--- config.mk ---
export PLATFORM = sky130hd
export DESIGN_NAME = heading_pid_differential_drive_core
export DESIGN_NICKNAME = d
export VERILOG_FILES = /design/src/rtl/core/hpdd_pkg.sv /design/src/rtl/core/heading_pid_differential_drive_core.sv
export SDC_FILE = /design/constraint.sdc
export NUM_CORES = 1
export LEC_CHECK = 0
export BUFFER_PORTS_ARGS = -buffer_cell sky130_fd_sc_hd__buf_2
export CORE_MARGIN = 2
export CORE_UTILIZATION = 55
export CTS_CLUSTER_DIAMETER = 80
export CTS_CLUSTER_SIZE = 16
export DETAILED_ROUTE_END_ITERATION = 8
export PLACE_DENSITY = 0.69
export SLEW_MARGIN = 20
export SYNTH_ARGS = -nofsm -noshare
export SYNTH_HDL_FRONTEND = slang
export SYNTH_SLANG_ARGS = --single-unit
export TNS_END_PERCENT = 20
--- constraint.sdc ---
create_clock -name clock -period 19.1 [get_ports clock]
set_input_delay 2.865 -clock clock [delete_from_list [all_inputs] [get_ports clock]]
set_output_delay 2.865 -clock clock [all_outputs]
set_load 0.02 [all_outputs]
--- src/rtl/core/hpdd_pkg.sv ---
// Shared types and constants for the heading PID differential-drive core.
// No dependencies; used by the core and its checker.
package hpdd_pkg;

   localparam int AccWidth = 52;   // product accumulator, holds the full PID sum
   localparam int MulBits  = 16;   // multiplier bits, one retired per cycle
   localparam int CntWidth = $clog2(MulBits);

   localparam logic signed [16:0] HalfTurn = 17'sd12861;
   localparam logic signed [16:0] FullTurn = 17'sd25723;
   localparam logic signed [13:0] UnitQ12  = 14'sd4096;

   localparam logic signed [AccWidth-1:0] RoundQ12 = AccWidth'(2048);
   localparam logic signed [AccWidth-1:0] RoundQ8  = AccWidth'(128);

   // register map
   typedef enum logic [2:0] {
      CSR_PROP_GAIN    = 3'd0,
      CSR_INTEG_GAIN   = 3'd1,
      CSR_DERIV_GAIN   = 3'd2,
      CSR_STEP_SECONDS = 3'd3,
      CSR_STEP_RATE    = 3'd4,
      CSR_SPEED_LIMIT  = 3'd5
   } csr_index_type;

   localparam logic [15:0] PropGainReset    = 16'd4096;
   localparam logic [15:0] IntegGainReset   = 16'd2048;
   localparam logic [15:0] DerivGainReset   = 16'd819;
   localparam logic [11:0] StepSecondsReset = 12'd262;
   localparam logic [15:0] StepRateReset    = 16'd4000;
   localparam logic [14:0] SpeedLimitReset  = 15'd16384;

   // multiply passes through the shared serial multiplier, in order
   typedef enum logic [2:0] {
      OP_INC   = 3'd0,
      OP_DER   = 3'd1,
      OP_PROP  = 3'd2,
      OP_INTEG = 3'd3,
      OP_DERIV = 3'd4,
      OP_LEFT  = 3'd5,
      OP_RIGHT = 3'd6
   } op_type;

endpackage

--- src/rtl/core/heading_pid_differential_drive_core.sv ---
// Heading PID controller with differential-drive wheel outputs, Q4.12.
// Depends on hpdd_pkg.
//
// Usage:
//   req_*  : one transfer per control tick carrying measured and target heading.
//   rsp_*  : one transfer per tick with left/right wheel speed and correction.
//   csr_*  : register writes (index, data); csr_ready is always high. Write
//            only while the core is idle and no response is outstanding.
// All arithmetic runs through one shift-add multiplier that retires one
// multiplier bit per cycle. A tick uses seven 16-bit passes (integral step,
// derivative, three PID terms, two wheel speeds), each pass running through
// a load step, the multiply steps and a post-processing step.
// req_stall is high while a tick is being computed. A finished response sits
// in the output register; the next tick is accepted while it waits, and that
// tick holds in its last step until the older response is taken.
// Reset (synchronous) restores register defaults and clears the integral and
// the previous error.
module heading_pid_differential_drive_core (
   input  logic               clock,
   input  logic               reset,
   input  logic               req_valid,
   output logic               req_stall,
   input  logic signed [14:0] req_measured_heading,
   input  logic signed [14:0] req_target_heading,
   output logic               rsp_valid,
   input  logic               rsp_stall,
   output logic        [14:0] rsp_left_wheel,
   output logic        [14:0] rsp_right_wheel,
   output logic signed [13:0] rsp_correction,
   input  logic               csr_valid,
   output logic               csr_ready,
   input  logic         [2:0] csr_index,
   input  logic        [15:0] csr_wdata
);

   typedef enum logic [3:0] {
      ST_IDLE = 4'b0001,
      ST_LOAD = 4'b0010,
      ST_MUL  = 4'b0100,
      ST_POST = 4'b1000
   } state_type;

   state_type state_ff, state_in;
   hpdd_pkg::op_type op_ff, op_in;
   logic [hpdd_pkg::CntWidth-1:0] cnt_ff, cnt_in;

   logic signed [hpdd_pkg::AccWidth-1:0] acc_ff, acc_in;
   logic signed [hpdd_pkg::AccWidth-1:0] mcand_ff, mcand_in;
   logic [hpdd_pkg::MulBits-1:0] mplier_ff, mplier_in;

   logic [15:0] prop_gain_ff, integ_gain_ff, deriv_gain_ff, step_rate_ff;
   logic [11:0] step_seconds_ff;
   logic [14:0] speed_limit_ff;

   logic signed [31:0] error_sum_ff, error_sum_in;
   logic signed [15:0] last_error_ff, last_error_in;
   logic signed [15:0] err_ff, err_in;
   logic signed [16:0] diff_ff, diff_in;
   logic signed [25:0] der_ff, der_in;
   logic signed [13:0] corr_ff, corr_in;
   logic [14:0] left_ff, left_in;

   logic rsp_valid_ff, rsp_valid_in;
   logic [14:0] rsp_left_ff, rsp_left_in, rsp_right_ff, rsp_right_in;
   logic signed [13:0] rsp_corr_ff, rsp_corr_in;

   logic req_xfer, rsp_xfer;
   logic signed [16:0] raw_err, wrap_err;
   logic signed [hpdd_pkg::AccWidth-1:0] rnd12, rnd8, lim_ext, wheel;
   logic signed [16:0] inc;
   logic signed [32:0] sum_wide;
   logic signed [15:0] corr_wide;

   assign req_stall  = (state_ff != ST_IDLE);
   assign req_xfer   = req_valid && !req_stall;
   assign rsp_xfer   = rsp_valid_ff && !rsp_stall;
   assign csr_ready  = 1'b1;

   assign rsp_valid       = rsp_valid_ff;
   assign rsp_left_wheel  = rsp_left_ff;
   assign rsp_right_wheel = rsp_right_ff;
   assign rsp_correction  = rsp_corr_ff;

   // heading error, wrapped once
   always_comb begin
      raw_err = 17'(req_target_heading) - 17'(req_measured_heading);
      if (raw_err > hpdd_pkg::HalfTurn) begin
         wrap_err = raw_err - hpdd_pkg::FullTurn;
      end else if (raw_err < -hpdd_pkg::HalfTurn) begin
         wrap_err = raw_err + hpdd_pkg::FullTurn;
      end else begin
         wrap_err = raw_err;
      end
   end

   // rounded views of the accumulator
   assign rnd12    = (acc_ff + hpdd_pkg::RoundQ12) >>> 12;
   assign rnd8     = (acc_ff + hpdd_pkg::RoundQ8) >>> 8;
   assign inc      = rnd12[16:0];
   assign sum_wide = 33'(error_sum_ff) + 33'(inc);
   assign lim_ext  = {{(hpdd_pkg::AccWidth-15){1'b0}}, speed_limit_ff};
   assign wheel    = (rnd12 > lim_ext) ? lim_ext : rnd12;
   assign corr_wide = 16'(corr_ff);

   always_comb begin
      state_in      = state_ff;
      op_in         = op_ff;
      cnt_in        = cnt_ff;
      acc_in        = acc_ff;
      mcand_in      = mcand_ff;
      mplier_in     = mplier_ff;
      error_sum_in  = error_sum_ff;
      last_error_in = last_error_ff;
      err_in        = err_ff;
      diff_in       = diff_ff;
      der_in        = der_ff;
      corr_in       = corr_ff;
      left_in       = left_ff;
      rsp_valid_in  = rsp_valid_ff && !rsp_xfer;
      rsp_left_in   = rsp_left_ff;
      rsp_right_in  = rsp_right_ff;
      rsp_corr_in   = rsp_corr_ff;

      unique case (state_ff)
         ST_IDLE: begin
            if (req_xfer) begin
               err_in   = wrap_err[15:0];
               diff_in  = wrap_err - 17'(last_error_ff);
               op_in    = hpdd_pkg::OP_INC;
               state_in = ST_LOAD;
            end
         end
         ST_LOAD: begin
            cnt_in = '0;
            // PID terms sum into one accumulator
            if (op_ff != hpdd_pkg::OP_INTEG && op_ff != hpdd_pkg::OP_DERIV) begin
               acc_in = '0;
            end
            case (op_ff)
               hpdd_pkg::OP_INC: begin
                  mcand_in  = hpdd_pkg::AccWidth'(err_ff);
                  mplier_in = {4'b0, step_seconds_ff};
               end
               hpdd_pkg::OP_DER: begin
                  mcand_in  = hpdd_pkg::AccWidth'(diff_ff);
                  mplier_in = step_rate_ff;
               end
               hpdd_pkg::OP_PROP: begin
                  mcand_in  = hpdd_pkg::AccWidth'(err_ff);
                  mplier_in = prop_gain_ff;
               end
               hpdd_pkg::OP_INTEG: begin
                  mcand_in  = hpdd_pkg::AccWidth'(error_sum_ff);
                  mplier_in = integ_gain_ff;
               end
               hpdd_pkg::OP_DERIV: begin
                  mcand_in  = hpdd_pkg::AccWidth'(der_ff);
                  mplier_in = deriv_gain_ff;
               end
               hpdd_pkg::OP_LEFT: begin
                  mcand_in  = lim_ext;
                  mplier_in = 16'(hpdd_pkg::UnitQ12) - corr_wide;
               end
               default: begin
                  mcand_in  = lim_ext;
                  mplier_in = 16'(hpdd_pkg::UnitQ12) + corr_wide;
               end
            endcase
            state_in = ST_MUL;
         end
         ST_MUL: begin
            if (mplier_ff[0]) begin
               acc_in = acc_ff + mcand_ff;
            end
            mcand_in  = mcand_ff <<< 1;
            mplier_in = mplier_ff >> 1;
            cnt_in    = cnt_ff + 1'b1;
            if (cnt_ff == hpdd_pkg::CntWidth'(hpdd_pkg::MulBits - 1)) begin
               state_in = ST_POST;
            end
         end
         ST_POST: begin
            state_in = ST_LOAD;
            op_in    = hpdd_pkg::op_type'(op_ff + 3'd1);
            case (op_ff)
               hpdd_pkg::OP_INC: begin
                  // integral saturates at the signed 32-bit range
                  if (sum_wide[32] != sum_wide[31]) begin
                     error_sum_in = sum_wide[32] ? {1'b1, 31'b0} : {1'b0, {31{1'b1}}};
                  end else begin
                     error_sum_in = sum_wide[31:0];
                  end
               end
               hpdd_pkg::OP_DER: begin
                  der_in        = rnd8[25:0];
                  last_error_in = err_ff;
               end
               hpdd_pkg::OP_DERIV: begin
                  if (rnd12 > hpdd_pkg::AccWidth'(hpdd_pkg::UnitQ12)) begin
                     corr_in = hpdd_pkg::UnitQ12;
                  end else if (rnd12 < -hpdd_pkg::AccWidth'(hpdd_pkg::UnitQ12)) begin
                     corr_in = -hpdd_pkg::UnitQ12;
                  end else begin
                     corr_in = rnd12[13:0];
                  end
               end
               hpdd_pkg::OP_LEFT: begin
                  left_in = wheel[14:0];
               end
               hpdd_pkg::OP_RIGHT: begin
                  // hold here until the output register is free
                  if (rsp_valid_ff && rsp_stall) begin
                     state_in = ST_POST;
                     op_in    = op_ff;
                  end else begin
                     rsp_valid_in = 1'b1;
                     rsp_left_in  = left_ff;
                     rsp_right_in = wheel[14:0];
                     rsp_corr_in  = corr_ff;
                     state_in     = ST_IDLE;
                     op_in        = hpdd_pkg::OP_INC;
                  end
               end
               default: begin
               end
            endcase
         end
         default: begin
            state_in = ST_IDLE;
         end
      endcase
   end

   always_ff @(posedge clock) begin
      if (reset) begin
         state_ff        <= ST_IDLE;
         op_ff           <= hpdd_pkg::OP_INC;
         rsp_valid_ff    <= 1'b0;
         error_sum_ff    <= '0;
         last_error_ff   <= '0;
         prop_gain_ff    <= hpdd_pkg::PropGainReset;
         integ_gain_ff   <= hpdd_pkg::IntegGainReset;
         deriv_gain_ff   <= hpdd_pkg::DerivGainReset;
         step_seconds_ff <= hpdd_pkg::StepSecondsReset;
         step_rate_ff    <= hpdd_pkg::StepRateReset;
         speed_limit_ff  <= hpdd_pkg::SpeedLimitReset;
      end else begin
         state_ff      <= state_in;
         op_ff         <= op_in;
         rsp_valid_ff  <= rsp_valid_in;
         error_sum_ff  <= error_sum_in;
         last_error_ff <= last_error_in;
         if (csr_valid && csr_ready) begin
            unique case (csr_index)
               hpdd_pkg::CSR_PROP_GAIN:    prop_gain_ff    <= csr_wdata;
               hpdd_pkg::CSR_INTEG_GAIN:   integ_gain_ff   <= csr_wdata;
               hpdd_pkg::CSR_DERIV_GAIN:   deriv_gain_ff   <= csr_wdata;
               hpdd_pkg::CSR_STEP_SECONDS: step_seconds_ff <= csr_wdata[11:0];
               hpdd_pkg::CSR_STEP_RATE:    step_rate_ff    <= csr_wdata;
               hpdd_pkg::CSR_SPEED_LIMIT:  speed_limit_ff  <= csr_wdata[14:0];
               default: begin
               end
            endcase
         end
      end
   end

   // datapath, no reset needed
   always_ff @(posedge clock) begin
      cnt_ff       <= cnt_in;
      acc_ff       <= acc_in;
      mcand_ff     <= mcand_in;
      mplier_ff    <= mplier_in;
      err_ff       <= err_in;
      diff_ff      <= diff_in;
      der_ff       <= der_in;
      corr_ff      <= corr_in;
      left_ff      <= left_in;
      rsp_left_ff  <= rsp_left_in;
      rsp_right_ff <= rsp_right_in;
      rsp_corr_ff  <= rsp_corr_in;
   end

endmodule

==> Word level (Yosys, flattened, before mapping) <==
Index checks and enable logic that the tools add are counted.
{ "classes": {"add_sub_neg": 12, "n_shift": 0, "n_mul": 0, "div": 0, "mux": 26, "n_reduce_logical": 29, "n_eq_ne": 25, "magnitude_cmp": 5, "bitwise": 1} }
{ "ops": {"columns": ["cell", "n"], "rows": [
  ["case mux 52 bit (2 select lines)", 2],
  ["case mux 52 bit (4 select lines)", 1],
  ["2-to-1 mux 52 bit", 2],
  ["case mux 16 bit (6 select lines)", 1],
  ["2-to-1 mux 32 bit", 2],
  ["adder 52 x 13 -> 52 bit (second input constant)", 1],
  ["adder 52 bit", 1],
  ["> comparator 40 x 14 -> 1 bit (second input constant)", 1],
  ["> comparator 40 x 16 -> 1 bit", 1],
  ["< comparator 40 x 13 -> 1 bit (second input constant)", 1],
  ["adder 34 x 9 -> 34 bit (second input constant)", 1],
  ["2-to-1 mux 17 bit", 2],
  ["adder 32 x 17 -> 33 bit", 1],
  ["case mux 16 bit (2 select lines)", 1],
  ["AND reduction 2 bit", 12],
  ["adder 16 x 16 -> 17 bit (second input constant)", 1],
  ["subtractor 16 x 16 -> 17 bit (second input constant)", 1],
  ["subtractor 17 x 16 -> 17 bit", 1],
  ["> comparator 16 x 15 -> 1 bit (second input constant)", 1],
  ["< comparator 16 x 15 -> 1 bit (second input constant)", 1],
  ["2-to-1 mux 4 bit", 4],
  ["case mux 4 bit (4 select lines)", 1],
  ["subtractor 15 x 15 -> 16 bit", 1],
  ["adder 14 x 14 -> 15 bit (first input constant)", 1],
  ["28 further kinds", 56]
]} }
{ "word_totals": {"mem_count": 0, "in_bits": 54, "latch_bits": 0, "mem_bits_ro": 0, "register_bits": 403, "elab_cells": 122, "ram_bits": 0, "out_inout_bits": 47} }

==> Longest topological paths before layout <==
Gate-level depths: netlist (run 1).
{ "logic_depth": {"depth_word": 7, "ltp_mapped": 30, "mapped_depth_nobuf": 29} }

==> Worst setup path after synthesis (run 1) <==
No wires, ideal clock.
{ "synth_timing": {"path_kind": "input-to-reg", "startpoint": "input req_target_heading[0]", "endpoint": "register diff_ff[16] (data pin)", "slack_ps": 10758, "n_path_buf": 1, "required_ps": 18832, "arrival_time_ps": 8075, "setup_ps": 268, "cell_stages": 30, "cell_sequence": "inv_1 ha_1 inv_1 fa_1 a21o_1 a221oi_2 o211ai_1 a31o_1 a21oi_1 xor2_1 a31oi_1 or2_1 buf_2 inv_1 a21oi_1 xnor2_1 ha_1 inv_1 fa_1 nand2_1 nand2_1 a21oi_1 o21ai_0 a21oi_1 o21bai_1 a41oi_1 a21oi_1 a31oi_1 o21ai_0 xnor3_1"} }
{ "synth_via": {"elab_chain_cells": 5, "word_cells_on_any_way": 8, "classes_between": "add/sub (4); order compare (2); mux (2)"} }
{ "synth_lines": {"columns": ["element", "line", "source"], "rows": [
  ["from (decl)", "heading_pid_differential_drive_core.sv:24", "input logic signed [14:0] req_target_heading,"],
  ["subtractor 15 x 15 -> 16 bit *", "heading_pid_differential_drive_core.sv:86", "raw_err = 17'(req_target_heading) - 17'(req_measured_heading);"],
  ["adder 16 x 16 -> 17 bit or < comparator 16 x 15 -> 1 bit (tied branches)", "heading_pid_differential_drive_core.sv:90, heading_pid_differential_drive_core.sv:89", null],
  ["2-to-1 mux 17 bit", "heading_pid_differential_drive_core.sv:89", "end else if (raw_err < -hpdd_pkg::HalfTurn) begin"],
  ["2-to-1 mux 17 bit *", "heading_pid_differential_drive_core.sv:87", "if (raw_err > hpdd_pkg::HalfTurn) begin"],
  ["subtractor 17 x 16 -> 17 bit *", "heading_pid_differential_drive_core.sv:128", "diff_in = wrap_err - 17'(last_error_ff);"],
  ["to (signal assigned)", "heading_pid_differential_drive_core.sv:275", "diff_ff <= diff_in;"],
  ["to (decl)", "heading_pid_differential_drive_core.sv:58", "logic signed [16:0] diff_ff, diff_in;"]
]} }
Every way passes the cells marked *; elsewhere a longest branch is shown, timed or not.
A chain may end at the register's enable or synchronous reset.

==> Worst setup path in the final report (run 1) <==
Same ends and word-level chain as after synthesis.

==> summary.txt, run 1 <==
Floorplanning
  • # rows: 76
  • Die ar.: around 46000 um^2
  • Initial Utilization: between 50% and 60%
  • Die H: roughly 210 um
  • Ports: about 100
  • Chip width: between 200 and 250 um
  • Core Box Area: ~43000 um^2

Worst setup path
  • Slowest stage delay, CP: between 0.4 and 0.5 ns
  • R2r worst-path depth: 17
  • Crit. End Element: register
  • Critical path class: in2reg
  • Worst EP arrival: a little over 9 ns
  • Critical path's slowest cell: a2111oi_0
  • CP Launch Type: primary input
  • Crit Reg-Reg Endpoint: error_sum_ff[4]$_SDFFE_PP0P_
  • Reg-to-Reg Start: acc_ff[11]$_SDFFCE_PN0P_
  • Worst reg-to-reg setup slack: 12.65 ns
  • CP max FO: 11
  • WP data required: slightly below 20 ns

Clock network
  • CTS tree: done
  • Post-CTS Setup Inserts: 0
  • Bufs on Longest Clock Path: 3
  • Clock Latency Late Sink: around 0.62 ns
  • H-tree depth: 1
  • Clock sinks: approximately 400
  • Hold buffer count at CTS: 0
  • TritonCTS Buffers: 31
  • CTS resizes: 0
  • CTS Root Cell: clkbuf_16
  • Clk slew on worst S/H paths: roughly 0.070 ns

Synthesis
  • Count of cell types in the netlist: 91
  • Yosys top cell area share: a little under a third
  • Sequential area share after synthesis: between 40% and 50%
  • Top cells by area, synth: edfxtp_1 32%, dfxtp_1 12%, ha_1 7.2%
  • Synth Net Count: approximately 2900
  • Post-synth top flop: edfxtp_1
  • Yosys top cell by area: edfxtp_1
  • Mapped Cells: about 2700
  • Post-Syn Area: between 20000 and 25000 um^2
  • Post-synthesis register bit count: between 400 and 500
  • Synth Warn #: 0
  • Syn_area_per_cell: between 9 and 10 um^2
  • Number of synthesized flops with an enable pin: ~260
  • Ys async rst share: 0%

Finish
  • Final Util: 60.6%
  • Total Nets Final: approximately 2900
  • ANT cells: 0
  • Area delta synth->final: 8.18%
  • Commonest non-fill, non-tap cells in the layout: 428 x nand2_1, 256 x edfxtp_1, 247 x nor2_1
  • Most common cell after layout, fill and taps aside: nand2_1
  • Design area: between 20000 and 30000 um^2
  • Share of cells above drive strength 1: a little under 8%

GRT
  • Initial antenna violation count: 1
  • Vias in the first global route: roughly 19000
  • First-pass GRT wire length: roughly 100000 um
  • Gr ovfl total: 0
  • Largest net degree at the start of global routing: 120
  • Total Routing Usage GR: 28.7%

Job
  • Max-Cap Viols: 0

STA
  • Setup ws final: 10.35 ns
  • Fin crit period: 8.75 ns
  • Final Hold Fails: 0
  • Fin Setup TNS: 0 ns
  • Fin crit share: 45.8%
  • Max-slew violation count: 0
  • Clock skew: about 0.026 ns
  • Max frequency: around 110 MHz
  • Final setup vio count: 0
  • RSZ-0062 raised after global routing: no
  • Slew HR: roughly a third
  • Worst slew pin tran: about 0.97 ns
  • Hold WS: roughly 0.42 ns

Placement
  • Dpl ws: 9.79 ns
  • Detailed placement HPWL: 47600 um
  • GP Congestion: a little over 0.9
  • Dpl cell area: ~25000 um^2
  • Port bufs: 99

Run status
  • Status: finished clean

Drt
  • Post-DRT Antenna Nets: 0
  • Via density: between 6 and 7
  • DR iter-0 viols: 2129
  • Via count: ~20000
  • Routed WL: roughly 65000 um
  • # DRC: 0
  • DRT Pass-1 Iters: 8
  • WL per Instance: between 15 and 20 um

Power and ir drop
  • Pwr/cell area: about 84 nW/um^2
  • LEAKAGE: around 10 nW
  • Maximum VDD drop: between 0.08 and 0.09 mV

Hold path
  • Min-Delay Path Depth: 0
  • Worst min path class: reg2reg
  • Worst min-delay path startpoint: left_ff[7]$_DFFE_PP_
  • WHS Endpoint: rsp_left_wheel[7]$_DFFE_PP_
synthesized netlist by cell type (all sizes together) (24+ instances only):
| library cell | instances |
|---|---|
| and2 | 24 |
| a31oi | 36 |
| nor2 | 249 |
| dfxtp | 147 |
| nand2 | 430 |
| a21oi | 237 |
| xor2 | 65 |
| a211oi | 41 |
| nor3 | 51 |
| a21o | 59 |
| nand4 | 26 |
| nand3b | 25 |
| clkbuf | 103 |
| o21ai | 124 |
| edfxtp | 256 |
| inv | 112 |
| xnor2 | 90 |
| mux2i | 24 |
| ha | 140 |
| nand3 | 84 |
| nand2b | 24 |
layout make-up:
type | count | area [um^2]
clock buffer | 51 | 881
clock inverter | 7 | 92.6
fill | 3763 | 17100
inverter | 114 | 428
multi-input combinational | 2051 | 12700
sequential | 403 | 10600
tap | 585 | 732
timing repair buffer | 127 | 719
worst max path at each step:
stage	from	endpoint	slack [ns]	cells after the start
3_5_place_dp	req_target_heading[0]	diff_ff[16]$_DFFE_PP_	9.79	30
5_1_grt	req_target_heading[0]	diff_ff[16]$_DFFE_PP_	9.72	30
6_report	req_target_heading[0]	diff_ff[16]$_DFFE_PP_	10.35	30
4_1_cts	req_target_heading[0]	diff_ff[16]$_DFFE_PP_	10.36	30
2_1_floorplan	req_target_heading[0]	diff_ff[16]$_DFFE_PP_	10.76	30
3_3_place_gp	req_target_heading[0]	diff_ff[16]$_DFFE_PP_	10.00	30
registers in the layout, indices dropped and copies added, names as in the netlist, 3 cells and up:
signal,count
integ_gain_ff,16
acc_ff,52
rsp_right_wheel,15
diff_ff,17
rsp_correction,14
mcand_ff,52
deriv_gain_ff,16
der_ff,26
error_sum_ff,32
rsp_left_wheel,15
step_seconds_ff,12
mplier_ff,16
state_ff,4
corr_ff,14
op_ff,3
cnt_ff,4
err_ff,16
last_error_ff,16
speed_limit_ff,15
step_rate_ff,16
prop_gain_ff,16
left_ff,15
report_power, final:
group          switching [W]  total (W)  internal (W)
Clock               0.000324   0.000657      0.000333
Sequential         0.0000389    0.00104       0.00100
Combinational       0.000300   0.000492      0.000192
critical path, delay by kind of cell:
family	cells	cell delay [ns]
xor+xnor	3	0.76
simple gates	3	0.53
buf+inv	5	0.40
fa+ha+maj	4	1.19
compound gates	15	3.32
routing by layer:
layer	global-route usage [%]	share of wire (%)	up-vias
met5	0	0.027	-
met4	7.30	2.6	2
met3	4.34	7.2	114
met2	45.1	44	742
met1	41.5	46	9744
li1	-	-	9802
logic make-up after synthesis:
kind of cell,synth area share (%)
AO/OA/AOI/OAI,18.1
adder cells (fa/ha/maj),7.56
flip-flops,43.9
multiplexers,1.50
other,0.0155
XOR/XNOR,5.70
AND/OR/NAND/NOR,19.4
buffers and inverters,3.86
per-stage QoR:
stage | instances | total power (W)
floorplan | 2689 | 0.00141
global placement | 3279 | 0.00153
detailed placement | 3279 | 0.00155
CTS | 3337 | 0.00219
global route | 3338 | 0.00229
finish | 3338 | 0.00219
No activity file was read; power rests on OpenSTA's default activity.
==> run 2: changes to the inputs <==
- PLACE_DENSITY: 0.69 -> 0.72
- clock period: 19.1 -> 7.1 ns (I/O delays scaled with it)
==> summary.txt, run 2 (synthesis results as in run 1) <==
Run status
  • Status: finished clean (unchanged)

Placement
  • GP Congestion: 0.928 (was 0.916)
  • Placed Instances: 3289 (was 3279)
  • Dpl cell area: 25300 um^2 (was 25200 um^2)
  • Detailed placement HPWL: 47100 um (was 47600 um)
  • Port bufs: 99 (unchanged)

Power and ir drop
  • Int Pwr: 0.00408 W (was 0.00153 W)
  • Clk network pwr share: 29.2% (was 30.0%)
  • Pwr/cell area: 223 nW/um^2 (was 83.7 nW/um^2)
  • Combinational share of power: 22.9% (was 22.5%)
  • LEAKAGE: 9.97 nW (was 9.94 nW)
  • Switch Pwr: 0.00177 W (was 0.000663 W)
  • Sw Share: 30.2% (was 30.3%)
  • Flop pwr share: 47.9% (was 47.6%)
  • Maximum VDD drop: 0.200 mV (was 0.0813 mV)

STA
  • RSZ-0062 raised after global routing: no (unchanged)
  • Final setup vio count: 0 (unchanged)
  • Final Hold Fails: 0 (unchanged)
  • Max-slew violation count: 0 (unchanged)
  • Fin crit share: roughly nine tenths
  • Worst slew pin tran: 1.09 ns (was 0.973 ns)
  • Fin Setup TNS: 0 ns (unchanged)
  • Clock skew: 0.0258 ns (was 0.0260 ns)
  • Fin crit period: about 6.5 ns
  • Max frequency: 154 MHz
  • Slew HR: 26.6% (was 34.7%)

Finish
  • Area delta synth->final: 8.25% (was 8.18%)
  • Share of cells above drive strength 1: 8.15% (was 7.92%)
  • Commonest non-fill, non-tap cells in the layout: 428 x nand2_1, 256 x edfxtp_1, 247 x nor2_1 (unchanged)
  • Total Nets Final: 2935 (was 2926)
  • Design area: 26200 um^2 (about the same)
  • Most common cell after layout, fill and taps aside: nand2_1 (unchanged)
  • Biggest regs: acc_ff: 52 flops, mcand_ff: 52 flops, error_sum_ff: 32 flops (unchanged)
  • Post-Layout Cell Count: 3345 (was 3338)
  • ANT cells: 0 (unchanged)
  • Final Util: 60.6% (about the same)

Floorplanning
  • Initial Utilization: 56.0% (unchanged)
  • Die H: 214 um (unchanged)
  • # rows: 76 (unchanged)
  • Core Box Area: 43300 um^2 (unchanged)
  • Ports: 101 (unchanged)
  • Die ar.: 45700 um^2 (unchanged)
  • Chip width: 214 um (unchanged)

GRT
  • Gr ovfl total: 0 (unchanged)
  • Total Routing Usage GR: 28.5% (was 28.7%)
  • First-pass GRT wire length: 104000 um (about the same)
  • Largest net degree at the start of global routing: 109 (was 120)
  • Vias in the first global route: 19200 (was 19000)
  • Initial antenna violation count: 0 (was 1)

Clock network
  • CTS Root Cell: clkbuf_16 (unchanged)
  • Clk slew on worst S/H paths: 0.07 ns (about the same)
  • Bufs on Longest Clock Path: 3 (unchanged)
  • CTS tree: done (unchanged)
  • H-tree depth: 1 (unchanged)
  • Clock Latency Late Sink: 0.61 ns (was 0.62 ns)
  • Clock sinks: 403 (unchanged)
  • TritonCTS Buffers: 31 (unchanged)

Worst setup path
  • CP max FO: 3 (was 11)
  • Worst Setup SP: req_target_heading[0] (unchanged)
  • Slowest stage delay, CP: 0.45 ns (was 0.48 ns)
  • Worst reg-to-reg setup slack: 0.71 ns (was 12.65 ns)
  • Crit. End Element: register (unchanged)
  • Critical path's slowest cell: a2111oi_1 (was a2111oi_0)
  • Reg-to-Reg Start: acc_ff[11]$_SDFFCE_PN0P_ (unchanged)
  • Crit Reg-Reg Endpoint: error_sum_ff[23]$_SDFFE_PP0P_ (was error_sum_ff[4]$_SDFFE_PP0P_)
  • CP Launch Type: primary input (unchanged)
  • Worst EP arrival: 6.81 ns (was 9.09 ns)
  • WP data required: 7.43 ns (was 19.45 ns)
  • R2r worst-path depth: 18 (was 17)
  • Critical path class: in2reg (unchanged)

Hold path
  • Worst min-delay path startpoint: left_ff[6]$_DFFE_PP_ (was left_ff[7]$_DFFE_PP_)
  • Min-Delay Path Depth: 0 (unchanged)
  • WHS Endpoint: rsp_left_wheel[6]$_DFFE_PP_ (was rsp_left_wheel[7]$_DFFE_PP_)
  • Worst min path class: reg2reg (unchanged)

Drt
  • DR iter-0 viols: 2527 (was 2129)
  • WL per Instance: 19.4 um (was 19.6 um)
  • # DRC: 0 (unchanged)
  • DRT Pass-1 Iters: 8 (unchanged)
  • Post-DRT Antenna Nets: 0 (unchanged)
  • Via count: 20700 (was 20400)
  • Routed WL: 65100 um (was 65500 um)
  • Via density: 6.20 (was 6.11)

Job
  • Max-Cap Viols: 0 (unchanged)
run 2: cell count changes in the layout (fill, tap and decap cells not counted), sizes merged:
cell,previous run,this run
clkbuf,51,48
bufinv,1,0
clkinv,3,6
inv,117,116
buf,127,136
run 2: metal layers:
metal  global-route usage (%)  wire [um]  up-vias
li1                         -          -     9810
met1                     42.1      29100     9898
met2                     44.7      28900      910
met3                     3.30       5650      108
met4                     6.56       1390        0
met5                        0          0        -
run 2: power groups by stage:
stage                     Combinational [W]  Sequential (W)  Clock [W]
after floorplan                    0.000997         0.00280          0
after global placement              0.00128         0.00285          0
after detailed placement            0.00131         0.00286          0
after CTS                           0.00132         0.00280    0.00173
after global routing                0.00150         0.00282    0.00182
final                               0.00134         0.00281    0.00171
run 2: how the worst max path moves through the flow:
stage          slack (ns)                    end
2_1_floorplan        0.56  diff_ff[16]$_DFFE_PP_
3_3_place_gp         0.23  diff_ff[16]$_DFFE_PP_
3_5_place_dp         0.03  diff_ff[16]$_DFFE_PP_
4_1_cts              0.60  diff_ff[16]$_DFFE_PP_
5_1_grt              0.07  diff_ff[16]$_DFFE_PP_
6_report             0.63  diff_ff[16]$_DFFE_PP_
run 2: worst max-delay path: cells and delay by family:
kind | cells | cell delay [ns]
adder cells (fa/ha/maj) | 4 | 1.17
AND/OR/NAND/NOR | 3 | 0.30
buffers and inverters | 5 | 0.29
XOR/XNOR | 3 | 0.69
AO/OA/AOI/OAI | 15 | 3.27
run 2: cell type report:
type	count	area, um^2
Timing Repair Buffer	136	776
Inverter	114	428
Clock buffer	48	871
Multi-Input combinational cell	2051	12700
Fill cell	3759	17000
Tap cell	585	732
Clock inverter	8	65.1
Sequential cell	403	10600
run 2: through the flow:
stage               setup slack (ns)  power [W]  hold slack, ns
floorplan                      0.558    0.00380           0.400
global placement               0.229    0.00413           0.403
detailed placement            0.0310    0.00417           0.405
CTS                            0.603    0.00586           0.420
global route                  0.0718    0.00613           0.423
finish                         0.626    0.00585           0.417
run 2: what timing repair did:
item / 4_1_cts / 5_1_grt
hold endpoints to repair: 0 / 0
setup buffers: 0 / 0
hold buffers: 0 / 0
gates resized for setup: 0 / 1
endpoints found under the setup margin: 0 / 1
==> run 3: changes to the inputs <==
- CELL_PAD_IN_SITES_DETAIL_PLACEMENT: unset -> 1
- CELL_PAD_IN_SITES_GLOBAL_PLACEMENT: unset -> 2
- CORE_UTILIZATION: 55 -> 36
- MAX_ROUTING_LAYER: unset -> met4
- PLACE_DENSITY: 0.72 -> 0.74
==> summary.txt, run 3 (synthesis results as in run 1) <==
Power and ir drop
  • Clk network pwr share: 33.1% (was 29.2%)
  • Sw Share: 30.9% (was 30.2%)
  • Combinational share of power: 22.0% (was 22.9%)
  • Maximum VDD drop: 0.136 mV (was 0.200 mV)
  • Switch Pwr: 0.00194 W (was 0.00177 W)
  • LEAKAGE: 10.1 nW (was 9.97 nW)
  • Int Pwr: 0.00433 W (was 0.00408 W)
  • Power, Total: 0.00626 W (was 0.00585 W)
  • Pwr/cell area: 233 nW/um^2 (was 223 nW/um^2)
  • Flop pwr share: 44.9% (was 47.9%)

Floorplanning
  • # rows: 95 (was 76)
  • Ports: 101 (unchanged)
  • Die H: 263 um (was 214 um)
  • Core Box Area: 66900 um^2 (was 43300 um^2)
  • Chip width: 263 um (was 214 um)
  • Initial Utilization: 36.2% (was 56.0%)
  • Die ar.: 69400 um^2 (was 45700 um^2)

Hold path
  • Worst min path class: reg2reg (unchanged)
  • WHS Endpoint: rsp_left_wheel[5]$_DFFE_PP_ (was rsp_left_wheel[6]$_DFFE_PP_)
  • Worst min-delay path startpoint: left_ff[5]$_DFFE_PP_ (was left_ff[6]$_DFFE_PP_)
  • Min-Delay Path Depth: 0 (unchanged)

Placement
  • Port bufs: 99 (unchanged)
  • Placed Instances: 3579 (was 3289)
  • GP Congestion: 0.855 (was 0.928)
  • Dpl ws: 0.0253 ns (was 0.0310 ns)
  • Detailed placement HPWL: 57300 um (was 47100 um)

Drt
  • DRT Pass-1 Iters: 5 (was 8)
  • Via count: 20400 (was 20700)
  • DR iter-0 viols: 1369 (was 2527)
  • # DRC: 0 (unchanged)
  • Routed WL: 77400 um (was 65100 um)
  • Via density: 5.60 (was 6.20)
  • Post-DRT Antenna Nets: 0 (unchanged)
  • WL per Instance: 21.3 um (was 19.4 um)

GRT
  • Met1 Use GR: 31.1% (was 42.1%)
  • Total Routing Usage GR: 22.7% (was 28.5%)
  • Met2 Use GR: 36.6% (was 44.7%)
  • Largest net degree at the start of global routing: 117 (was 109)
  • Vias in the first global route: 20900 (was 19200)
  • GRT busiest layer: met2 (unchanged)
  • GRT met3 Usage: 2.82% (was 3.30%)
  • Initial antenna violation count: 0 (unchanged)
  • First-pass GRT wire length: 122000 um (was 104000 um)
  • Gr ovfl total: 0 (unchanged)

Clock network
  • Clock sinks: 403 (unchanged)
  • H-tree depth: 2 (was 1)
  • Clock Latency Late Sink: 0.58 ns (was 0.61 ns)
  • CTS Root Cell: clkbuf_16 (unchanged)
  • Clk slew on worst S/H paths: 0.07 ns (about the same)
  • TritonCTS Buffers: 36 (was 31)
  • Bufs on Longest Clock Path: 3 (unchanged)
  • CTS tree: done (unchanged)

Finish
  • Post-Layout Cell Count: 3642 (was 3345)
  • Commonest non-fill, non-tap cells in the layout: 428 x nand2_1, 256 x edfxtp_1, 245 x nor2_1 (was 428 x nand2_1, 256 x edfxtp_1, 247 x nor2_1)
  • Area delta synth->final: 10.9% (was 8.25%)
  • Most common cell after layout, fill and taps aside: nand2_1 (unchanged)
  • ANT cells: 0 (unchanged)
  • FILL cells: 7773 (was 3759)
  • Total Nets Final: 2942 (was 2935)
  • Biggest regs: acc_ff: 52 flops, mcand_ff: 52 flops, error_sum_ff: 32 flops (unchanged)
  • Share of cells above drive strength 1: 8.85% (was 8.15%)

Worst setup path
  • Worst EP arrival: 6.76 ns (was 6.81 ns)
  • Crit. End Element: register (unchanged)
  • Worst reg-to-reg setup slack: 0.67 ns (was 0.71 ns)
  • CP delay by family, top: compound AO/OA/AOI/OAI gates (unchanged)
  • Critical path's slowest cell: fa_1 (was a2111oi_1)
  • Crit Reg-Reg Endpoint: error_sum_ff[19]$_SDFFE_PP0P_ (was error_sum_ff[23]$_SDFFE_PP0P_)
  • R2r worst-path depth: 19 (was 18)
  • CP max FO: 7 (was 3)
  • Buffers & Inverters on Critical Path: 6 (was 5)
  • WP data required: 7.41 ns (was 7.43 ns)
  • Critical path class: in2reg (unchanged)
  • CP Launch Type: primary input (unchanged)
  • Reg-to-Reg Start: acc_ff[12]$_SDFFCE_PN0P_ (was acc_ff[11]$_SDFFCE_PN0P_)
  • Slowest stage delay, CP: 0.42 ns (was 0.45 ns)

STA
  • Fin crit share: 90.9% (was 91.2%)
  • Max-slew violation count: 0 (unchanged)
  • Fin crit period: 6.45 ns (was 6.47 ns)
  • Final setup vio count: 0 (unchanged)
  • Setup ws final: 0.648 ns (was 0.626 ns)
  • Fin Setup TNS: 0 ns (unchanged)
  • Worst slew pin tran: 1.13 ns (was 1.09 ns)
  • Slew HR: 24.6% (was 26.6%)
  • Clock skew: 0.0311 ns (was 0.0258 ns)
  • Max frequency: 155 MHz (was 154 MHz)
  • RSZ-0062 raised after global routing: no (unchanged)
  • Final Hold Fails: 0 (unchanged)

Job
  • Max-Cap Viols: 0 (unchanged)

Run status
  • Status: finished clean (unchanged)
[run 3: worst max path at each step]
stage	depth (start not counted)	slack [ns]	end	from
2_1_floorplan	30	0.56	diff_ff[16]$_DFFE_PP_	req_target_heading[0]
3_3_place_gp	30	0.15	diff_ff[16]$_DFFE_PP_	req_target_heading[0]
3_5_place_dp	30	0.03	diff_ff[16]$_DFFE_PP_	req_target_heading[0]
4_1_cts	30	0.60	diff_ff[16]$_DFFE_PP_	req_target_heading[0]
5_1_grt	31	0.003	diff_ff[16]$_DFFE_PP_	req_target_heading[0]
6_report	31	0.65	diff_ff[16]$_DFFE_PP_	req_target_heading[0]
[run 3: cell type report]
class | instances | area, um^2 | area share [%]
Multi-Input combinational cell | 2051 | 12700 | 47.4
Sequential cell | 403 | 10600 | 39.6
Tap cell | 873 | 1090 | 4.07
Clock buffer | 48 | 998 | 3.72
Timing Repair Buffer | 138 | 803 | 2.99
Inverter | 114 | 428 | 1.59
Clock inverter | 15 | 176 | 0.657
[run 3: worst reg2reg max path, cell delays in order (launching register included)]
cell and delay (ns):
edfxtp_1 0.56, ha_1 0.33, nand3_1 0.14, nor2_1 0.62, nand2_1 0.33, nor2_1 0.21
xor2_1 0.71, ha_1 0.44, a21oi_1 0.21, o21ai_0 0.12, a21oi_1 0.20, o211ai_1 0.19
and2_1 0.23, a311o_1 0.39, a221o_1 0.41, a21oi_1 0.20, o32ai_2 0.24, nor2_4 0.13
buf_4 0.39, a211oi_1 0.17
[run 3: timing repair]
item	in CTS	in global routing
hold endpoints to repair	0	0
hold buffers	0	0
resized for setup	0	1
endpoints found under the setup margin	0	1
buffers inserted	0	0
[run 3: layer usage]
metal	part of all wire [%]	vias to the layer above
li1	-	9809
met1	48	10200
met2	46	359
met3	4.3	64
met4	1.2	0
met5	0	-
[run 3: stage by stage]
step	area [um^2]	util (%)	hold slack [ns]
detailed placement	25700	38.4	0.409
finish	26900	40.1	0.422
global placement	25700	38.4	0.406
floorplan	24200	-	0.400
CTS	26900	40.1	0.426
global route	26900	40.1	0.431
[run 3: power by group through the flow]
stage               Sequential [W]  Clock [W]  Combinational (W)
finish                     0.00281    0.00207            0.00138
global route               0.00283    0.00221            0.00155
CTS                        0.00281    0.00212            0.00139
detailed placement         0.00287          0            0.00138
global placement           0.00286          0            0.00134
floorplan                  0.00280          0           0.000997
